## src/rtl/core/bsfn_pkg.sv

```systemverilog
// Shared constants and codes for the bitmap set with find-next search.
package bsfn_pkg;

	localparam int CAPACITY_DEF  = 1024;
	localparam int WORD_BITS_DEF = 64;

	localparam int POS_W   = 10;
	localparam int LEN_W   = 11;
	localparam int COUNT_W = 11;
	localparam int OP_W    = 2;
	localparam int STAT_W  = 2;

	localparam logic [LEN_W-1:0] ACTIVE_LENGTH_RESET = 11'd1024;

	localparam logic [OP_W-1:0] OP_INSERT = 2'd0;
	localparam logic [OP_W-1:0] OP_TEST   = 2'd1;
	localparam logic [OP_W-1:0] OP_NEXT   = 2'd2;
	localparam logic [OP_W-1:0] OP_NONE   = 2'd3;

	localparam logic [STAT_W-1:0] STAT_OK    = 2'd0;
	localparam logic [STAT_W-1:0] STAT_RANGE = 2'd1;
	localparam logic [STAT_W-1:0] STAT_NONE  = 2'd2;

endpackage

```

## src/rtl/core/bsfn_word_ram.sv

```systemverilog
// Single-port-write, single-port-read word memory with registered read data.
module bsfn_word_ram #(
	parameter int DEPTH = 16,
	parameter int WIDTH = 64,
	parameter int AW    = 4
) (
	input  logic             clk,
	input  logic             wr_en,
	input  logic [AW-1:0]    wr_addr,
	input  logic [WIDTH-1:0] wr_data,
	input  logic             rd_en,
	input  logic [AW-1:0]    rd_addr,
	output logic [WIDTH-1:0] rd_data
);

	logic [WIDTH-1:0] mem [DEPTH];
	logic [WIDTH-1:0] rd_data_q;

	always_ff @(posedge clk) begin
		if (wr_en) begin
			mem[wr_addr] <= wr_data;
		end
	end

	always_ff @(posedge clk) begin
		if (rd_en) begin
			rd_data_q <= mem[rd_addr];
		end
	end

	assign rd_data = rd_data_q;

endmodule

```

## src/rtl/core/bitmap_set_find_next_top.sv

```systemverilog
// Top level of the bitmap set: insert, membership test and find-next over a word memory.
//
// After reset the block clears its word memory, one word a cycle, all CAPACITY/WORD_BITS
// words (16 at the defaults), and holds in_stall high meanwhile; configuration writes are
// taken at any time. Items are then handled one at a time. Insert and test issue the
// registered read of the word on acceptance, then load the result register in the execute
// state, insert also writing the bit back if it was clear; an out-of-range position and the
// unused op code skip the read. Find next reads one word per cycle through the single read
// port of the word memory, scanning at most CAPACITY/WORD_BITS words. A waiting result holds
// the block at its final step until taken. WORD_BITS must be a power of two.
module bitmap_set_find_next_top #(
	parameter int WORD_BITS = bsfn_pkg::WORD_BITS_DEF
) (
	input  logic                          clk,
	input  logic                          arst_n,
	input  logic                          in_valid,
	output logic                          in_stall,
	input  logic [bsfn_pkg::OP_W-1:0]     op,
	input  logic [bsfn_pkg::POS_W-1:0]    position,
	output logic                          out_valid,
	input  logic                          out_stall,
	output logic                          present,
	output logic [bsfn_pkg::POS_W-1:0]    found_position,
	output logic [bsfn_pkg::COUNT_W-1:0]  member_count,
	output logic [bsfn_pkg::STAT_W-1:0]   status,
	input  logic                          cfg_valid,
	output logic                          cfg_ready,
	input  logic [bsfn_pkg::LEN_W-1:0]    cfg_data
);

	localparam int CAPACITY  = bsfn_pkg::CAPACITY_DEF;
	localparam int NUM_WORDS = (CAPACITY + WORD_BITS - 1) / WORD_BITS;
	localparam int WIDX_W    = (NUM_WORDS > 1) ? $clog2(NUM_WORDS) : 1;
	localparam int BIT_W     = $clog2(WORD_BITS);

	localparam logic [1:0] ST_CLR  = 2'd0;
	localparam logic [1:0] ST_IDLE = 2'd1;
	localparam logic [1:0] ST_EXEC = 2'd2;

	logic [1:0]                      state_q;
	logic [WIDX_W-1:0]               clr_idx_q;
	logic [bsfn_pkg::LEN_W-1:0]      active_length_q;
	logic [bsfn_pkg::COUNT_W-1:0]    count_q;

	logic [bsfn_pkg::OP_W-1:0]       op_q;
	logic [bsfn_pkg::POS_W-1:0]      pos_q;
	logic [bsfn_pkg::LEN_W-1:0]      lim_q;
	logic                            bad_q;
	logic                            first_q;
	logic [WIDX_W-1:0]               word_q;

	logic                            out_valid_q;
	logic                            present_q;
	logic [bsfn_pkg::POS_W-1:0]      found_q;
	logic [bsfn_pkg::COUNT_W-1:0]    count_out_q;
	logic [bsfn_pkg::STAT_W-1:0]     status_q;

	logic [bsfn_pkg::LEN_W-1:0]      lim;
	logic                            accept;
	logic                            in_bad;
	logic                            out_free;

	logic                            wr_en;
	logic [WIDX_W-1:0]               wr_addr;
	logic [WORD_BITS-1:0]            wr_data;
	logic                            rd_en;
	logic [WIDX_W-1:0]               rd_addr;
	logic [WORD_BITS-1:0]            rd_data;

	logic [BIT_W-1:0]                bit_sel;
	logic [WORD_BITS-1:0]            masked;
	logic                            ff_hit;
	logic [BIT_W-1:0]                ff_idx;
	logic [31:0]                     hit_pos;
	logic [31:0]                     nxt_word;
	logic                            terminal;
	logic                            cont;
	logic                            done;
	logic                            do_write;
	logic                            r_present;
	logic [bsfn_pkg::POS_W-1:0]      r_found;
	logic [bsfn_pkg::STAT_W-1:0]     r_status;

	bsfn_word_ram #(
		.DEPTH (NUM_WORDS),
		.WIDTH (WORD_BITS),
		.AW    (WIDX_W)
	) u_ram (
		.clk     (clk),
		.wr_en   (wr_en),
		.wr_addr (wr_addr),
		.wr_data (wr_data),
		.rd_en   (rd_en),
		.rd_addr (rd_addr),
		.rd_data (rd_data)
	);

	assign lim       = (32'(active_length_q) > CAPACITY) ? bsfn_pkg::LEN_W'(CAPACITY)
	                                                     : active_length_q;
	assign in_stall  = (state_q != ST_IDLE);
	assign accept    = in_valid && !in_stall;
	assign in_bad    = (op == bsfn_pkg::OP_NONE) || ({1'b0, position} >= lim);
	assign out_free  = !out_valid_q || !out_stall;
	assign cfg_ready = 1'b1;

	assign bit_sel = pos_q[BIT_W-1:0];
	assign masked  = first_q ? (rd_data & ({WORD_BITS{1'b1}} << bit_sel)) : rd_data;

	always_comb begin
		ff_hit = 1'b0;
		ff_idx = '0;
		for (int i = WORD_BITS - 1; i >= 0; i--) begin
			if (masked[i]) begin
				ff_hit = 1'b1;
				ff_idx = BIT_W'(i);
			end
		end
	end

	assign hit_pos  = (32'(word_q) << BIT_W) + 32'(ff_idx);
	assign nxt_word = 32'(word_q) + 32'd1;

	always_comb begin
		terminal  = 1'b1;
		do_write  = 1'b0;
		r_present = 1'b0;
		r_found   = '0;
		r_status  = bsfn_pkg::STAT_OK;
		if (bad_q) begin
			if (op_q != bsfn_pkg::OP_NONE) begin
				r_status = bsfn_pkg::STAT_RANGE;
			end
		end else begin
			case (op_q)
				bsfn_pkg::OP_INSERT: begin
					do_write = !rd_data[bit_sel];
				end
				bsfn_pkg::OP_TEST: begin
					r_present = rd_data[bit_sel];
				end
				bsfn_pkg::OP_NEXT: begin
					if (ff_hit) begin
						if (hit_pos >= 32'(lim_q)) begin
							r_status = bsfn_pkg::STAT_NONE;
						end else begin
							r_found = bsfn_pkg::POS_W'(hit_pos);
						end
					end else if (nxt_word >= NUM_WORDS || nxt_word * WORD_BITS >= 32'(lim_q)) begin
						r_status = bsfn_pkg::STAT_NONE;
					end else begin
						terminal = 1'b0;
					end
				end
				default: begin
					terminal = 1'b1;
				end
			endcase
		end
	end

	assign cont = (state_q == ST_EXEC) && !terminal;
	assign done = (state_q == ST_EXEC) && terminal && out_free;

	always_comb begin
		wr_en   = 1'b0;
		wr_addr = word_q;
		wr_data = rd_data | ({{(WORD_BITS-1){1'b0}}, 1'b1} << bit_sel);
		if (state_q == ST_CLR) begin
			wr_en   = 1'b1;
			wr_addr = clr_idx_q;
			wr_data = '0;
		end else if (done && do_write) begin
			wr_en = 1'b1;
		end
	end

	always_comb begin
		rd_en   = 1'b0;
		rd_addr = WIDX_W'(32'(position) >> BIT_W);
		if (accept && !in_bad) begin
			rd_en = 1'b1;
		end else if (cont) begin
			rd_en   = 1'b1;
			rd_addr = WIDX_W'(nxt_word);
		end
	end

	always_ff @(posedge clk or negedge arst_n) begin
		if (!arst_n) begin
			active_length_q <= bsfn_pkg::ACTIVE_LENGTH_RESET;
		end else if (cfg_valid && cfg_ready) begin
			active_length_q <= cfg_data;
		end
	end

	always_ff @(posedge clk or negedge arst_n) begin
		if (!arst_n) begin
			state_q   <= ST_CLR;
			clr_idx_q <= '0;
			count_q   <= '0;
		end else begin
			case (state_q)
				ST_CLR: begin
					clr_idx_q <= clr_idx_q + WIDX_W'(1);
					if (clr_idx_q == WIDX_W'(NUM_WORDS - 1)) begin
						state_q <= ST_IDLE;
					end
				end
				ST_IDLE: begin
					if (accept) begin
						state_q <= ST_EXEC;
					end
				end
				ST_EXEC: begin
					if (done) begin
						state_q <= ST_IDLE;
						if (do_write) begin
							count_q <= count_q + bsfn_pkg::COUNT_W'(1);
						end
					end
				end
				default: begin
					state_q <= ST_IDLE;
				end
			endcase
		end
	end

	always_ff @(posedge clk) begin
		if (accept) begin
			op_q    <= op;
			pos_q   <= position;
			lim_q   <= lim;
			bad_q   <= in_bad;
			first_q <= 1'b1;
			word_q  <= WIDX_W'(32'(position) >> BIT_W);
		end else if (cont) begin
			first_q <= 1'b0;
			word_q  <= WIDX_W'(nxt_word);
		end
	end

	always_ff @(posedge clk or negedge arst_n) begin
		if (!arst_n) begin
			out_valid_q <= 1'b0;
		end else if (done) begin
			out_valid_q <= 1'b1;
		end else if (out_valid_q && !out_stall) begin
			out_valid_q <= 1'b0;
		end
	end

	always_ff @(posedge clk) begin
		if (done) begin
			present_q   <= r_present;
			found_q     <= r_found;
			status_q    <= r_status;
			count_out_q <= count_q + bsfn_pkg::COUNT_W'(do_write);
		end
	end

	assign out_valid      = out_valid_q;
	assign present        = present_q;
	assign found_position = found_q;
	assign member_count   = count_out_q;
	assign status         = status_q;

	a_accept_exec: assert property (@(posedge clk) disable iff (!arst_n)
		accept |=> state_q == ST_EXEC)
		else $error("accepted item did not start execution");

	a_write_owner: assert property (@(posedge clk) disable iff (!arst_n)
		wr_en |-> (state_q == ST_CLR) || done)
		else $error("word memory written outside clearing or completion");

	a_no_read_write: assert property (@(posedge clk) disable iff (!arst_n)
		rd_en |-> !wr_en)
		else $error("word memory read and written in one cycle");

	a_fail_fields: assert property (@(posedge clk) disable iff (!arst_n)
		out_valid && (status == bsfn_pkg::STAT_RANGE || status == bsfn_pkg::STAT_NONE)
		|-> !present && found_position == '0)
		else $error("failed result carries a position or presence");

endmodule
```

## config.mk

```make
export PLATFORM = sky130hd
export DESIGN_NAME = bitmap_set_find_next_top
export DESIGN_NICKNAME = d
export VERILOG_FILES = /design/src/rtl/core/bsfn_pkg.sv /design/src/rtl/core/bsfn_word_ram.sv /design/src/rtl/core/bitmap_set_find_next_top.sv
export SDC_FILE = /design/constraint.sdc
export NUM_CORES = 2
export LEC_CHECK = 0
export BUFFER_PORTS_ARGS = -buffer_cell sky130_fd_sc_hd__buf_4
export CAP_MARGIN = 20
export CORE_AREA = 2 2 381 383
export CTS_CLUSTER_SIZE = 16
export DETAILED_ROUTE_END_ITERATION = 10
export DIE_AREA = 0 0 383 385
export PLACE_DENSITY = 0.64
export SLEW_MARGIN = 20
export SYNTH_ARGS = -nofsm -noshare
export SYNTH_HDL_FRONTEND = slang
export SYNTH_SLANG_ARGS = --single-unit
```

## constraint.sdc

```tcl
create_clock -name clk -period 7.45 [get_ports clk]
set_input_delay 0.3725 -clock clk [delete_from_list [all_inputs] [get_ports clk]]
set_output_delay 0.3725 -clock clk [all_outputs]
set_load 0.02 [all_outputs]
```

==> impl_metrics.json <==
{
  "outcome": "finished clean",
  "startpoint_type": "flip-flop",
  "synth_seq_cells": 1166,
  "grt_pass1_vias": 49440,
  "cts-htree-levels": 4,
  "synth_top_area_share_pct": 53.08,
  "whs_ns": 0.07402,
  "synth_nets": 6062,
  "worstMarginPinSlew_ns": 1.291,
  "worst_hold_path_type": "primary input to async pin",
  "hpwlAfterDp_um": 106600,
  "track_usage_pct": 27.78,
  "vias": 51770,
  "synth-xor-area-share_pct": 0.3271,
  "cts_made_buffers": 130,
  "io_pins": 55,
  "clk_pin_slew_ns": 0.06,
  "synth.area.mux_share_pct": 1.006,
  "nNetsFinal": 5769,
  "clkSinkCount": 1166,
  "critical_path.top_delay_family": "simple AND/OR/NAND/NOR gates",
  "grt_first_pass_wirelength_um": 311500,
  "yosys.area_share.adder_pct": 0.5840,
  "maxSlewHeadroom_pct": 13.92,
  "dr.first_iter.drc_count": 6514,
  "p_leak_nw": 21.90,
  "synth_cells": 6004,
  "antenna_found_initial": 2,
  "post_cts_buffers": 0,
  "synth_top_family_by_area": "compound AO/OA/AOI/OAI gates",
  "yosysTopAreaCell": "edfxtp_1",
  "powerDensity_nw_per_um2": 293.9,
  "synthFlopType": "edfxtp_1",
  "worstSetupPathType": "flip-flop to flip-flop",
  "cp-end-kind": "flip-flop",
  "vias_per_cell": 6.708,
  "cts_tree": "done",
  "dp_slack_ns": 1.829,
  "ir_worst_vdd_uv": 230.1,
  "syn_area_per_cell_um2": 10.70,
  "clk_latency_ns": 0.79,
  "ant_nets": 0,
  "maxSlewViolCount": 0,
  "timing.final.crit_period_ns": 5.840,
  "rsz0062_at_grt": "no",
  "wl_um": 211800,
  "core_area_um2": 143100,
  "port_buffers": 53,
  "timing.final.ws_setup_ns": 1.610,
  "cpPeakStageDelay_ns": 0.92,
  "synth_edf_count": 1136,
  "cap_violations": 0,
  "drc": 0,
  "ys_seq_area_share_pct": 54.24,
  "crit_buf_inv": 1,
  "synth_area_leaders": "edfxtp_1, nand2b_1, a311oi_1",
  "fin_util_pct": 49.13,
  "cp_max_fo": 204,
  "period_share_pct": 78.39,
  "slowest_stage": "ha_4",
  "yosysMostFrequentCell": "edfxtp_1",
  "synth_cell_types": 98,
  "post_drt_wl_per_cell_um": 27.45,
  "power_mw": 20.66,
  "cp.arrival_ns": 6.35,
  "synthSimpleGateAreaFrac_pct": 16.72,
  "die_y_um": 385,
  "start_util_pct": 44.90,
  "die_w_um": 383,
  "grt.overflow.total": 0,
  "synthTopCellsByCount": "edfxtp_1, nand2b_1, a21oi_1",
  "ys_async_sr_fraction_pct": 2.487,
  "fin_tns_setup_ns": 0,
  "hold_violations": 0,
  "firstDrtPassIters": 5,
  "final.fill_count": 12450,
  "skew_ns": 0.03324,
  "area_growth_syn_to_layout_pct": 9.411,
  "num_rows": 139,
  "dieArea_um2": 147500,
  "syn_area_um2": 64270,
  "grt_max_degree": 270,
  "cts-root-buf": "clkbuf_16",
  "setup_violations": 0,
  "worstPathRequired_ns": 7.96,
  "synth-compound-area-share_pct": 22.51,
  "clock.fmax_mhz": 171.2,
  "clockBufferDepth": 3,
  "yosys_warnings": 0,
  "gp_congestion": 0.9705,
  "path_cells": "ha_4 -> ha_1 -> o2111ai_1 -> o21ai_0 -> nor3_1 -> and3_4 -> nand2_8 -> buf_12 -> a311oi_1 -> o22ai_1 -> or4_1",
  "drive_above_1_share_pct": 7.931
}
kinds of logic after synthesis:
| kind of cell | count (synthesis) |
|---|---|
| other | 1 |
| AND/OR/NAND/NOR | 1983 |
| multiplexers | 36 |
| adder cells (fa/ha/maj) | 30 |
| AO/OA/AOI/OAI | 2091 |
| buffers and inverters | 673 |
| flip-flops | 1166 |
| XOR/XNOR | 24 |
final cells by class:
class                   count  area [um2]  share of cell area, %
multi-input cells        4165       26710                  37.98
inverters                  44       165.2                 0.2349
flip-flops and latches   1166       34860                  49.57
repair buffers            204        2111                  3.002
diodes                      1       2.502               0.003559
clock buffers             161        3422                  4.866
well taps                1903        2381                  3.386
clock inverters            73       668.1                 0.9502
per-stage QoR:
step	cells	instance area, um2
final	7717	70320
after global routing	7716	70320
after detailed placement	7449	65890
after floorplan	6004	64270
after CTS	7715	70300
after global placement	7449	65880
cell usage in the layout (no fill, tap or decap), types with 29 or more instances in the layout:
| cell | instances |
|---|---|
| buf_12 | 39 |
| nor2_1 | 127 |
| dlygate4sd3_1 | 32 |
| or4_1 | 64 |
| a211oi_1 | 520 |
| o22ai_1 | 262 |
| o21ai_0 | 46 |
| a31oi_1 | 32 |
| a311oi_1 | 512 |
| inv_1 | 42 |
| buf_4 | 131 |
| nand2_1 | 577 |
| a21oi_1 | 606 |
| edfxtp_1 | 1136 |
| ha_1 | 29 |
| nand2b_1 | 1044 |
| clkbuf_16 | 132 |
sequential cells by signal, indices dropped and copies added (netlist names), 2 cells and up:
| signal | flops |
|---|---|
| u_ram.mem | 1024 |
| u_ram.rd_data | 64 |
| active_length_q | 11 |
| count_q | 11 |
| lim_q | 11 |
| member_count | 11 |
| found_position | 10 |
| pos_q | 6 |
| clr_idx_q | 4 |
| word_q | 4 |
| op_q | 2 |
| state_q | 2 |
| status | 2 |
per-layer routing:
metal  global-route usage, %  share of wire, %  vias to the layer above
met2                   45.68                47                     2589
met4                   12.39               4.1                        2
li1                        -                 -                    22600
met3                   3.958               8.3                      502
met1                   36.57                40                    26080
met5                       0            0.0094                        -
power by group:
part	switching [mW]	internal (mW)	leakage [nW]	total (mW)
combinational	3.58	1.57	9.12	5.16
sequential	0.460	8.74	10.8	9.20
clock	2.71	3.59	2.00	6.31
worst paths after layout:
kind / slack [ns] / cells after the start / endpoint / from
max in group asynchronous: 7.05 / 2 / active_length_q[10]$_DFFE_PN1P_ / arst_n
hold / removal: 0.07 / 2 / count_q[7]$_DFFE_PN0P_ / arst_n
hold reg to reg: 0.50 / 1 / count_q[10]$_DFFE_PN0P_ / count_q[10]$_DFFE_PN0P_
min in group clk: 0.07 / 3 / word_q[3]$_DFFE_PP_ / position[9]
setup / recovery: 1.61 / 11 / u_ram.rd_data[31]$_DFFE_PP_ / word_q[0]$_DFFE_PP_
setup reg to reg: 1.61 / 11 / u_ram.rd_data[31]$_DFFE_PP_ / word_q[0]$_DFFE_PP_
worst register-to-register path, stage by stage (launching register included):
cell	delay, ns
edfxtp_1	0.57
ha_4	0.92
ha_1	0.38
o2111ai_1	0.19
o21ai_0	0.15
nor3_1	0.49
and3_4	0.51
nand2_8	0.38
buf_12	0.40
a311oi_1	0.91
o22ai_1	0.16
or4_1	0.53
timing repair:
item	4_1_cts	5_1_grt
gates resized for setup	0	0
endpoints found under the hold margin	49	0
hold buffers	32	0
Note: power is estimated with default switching activity, not from simulation.
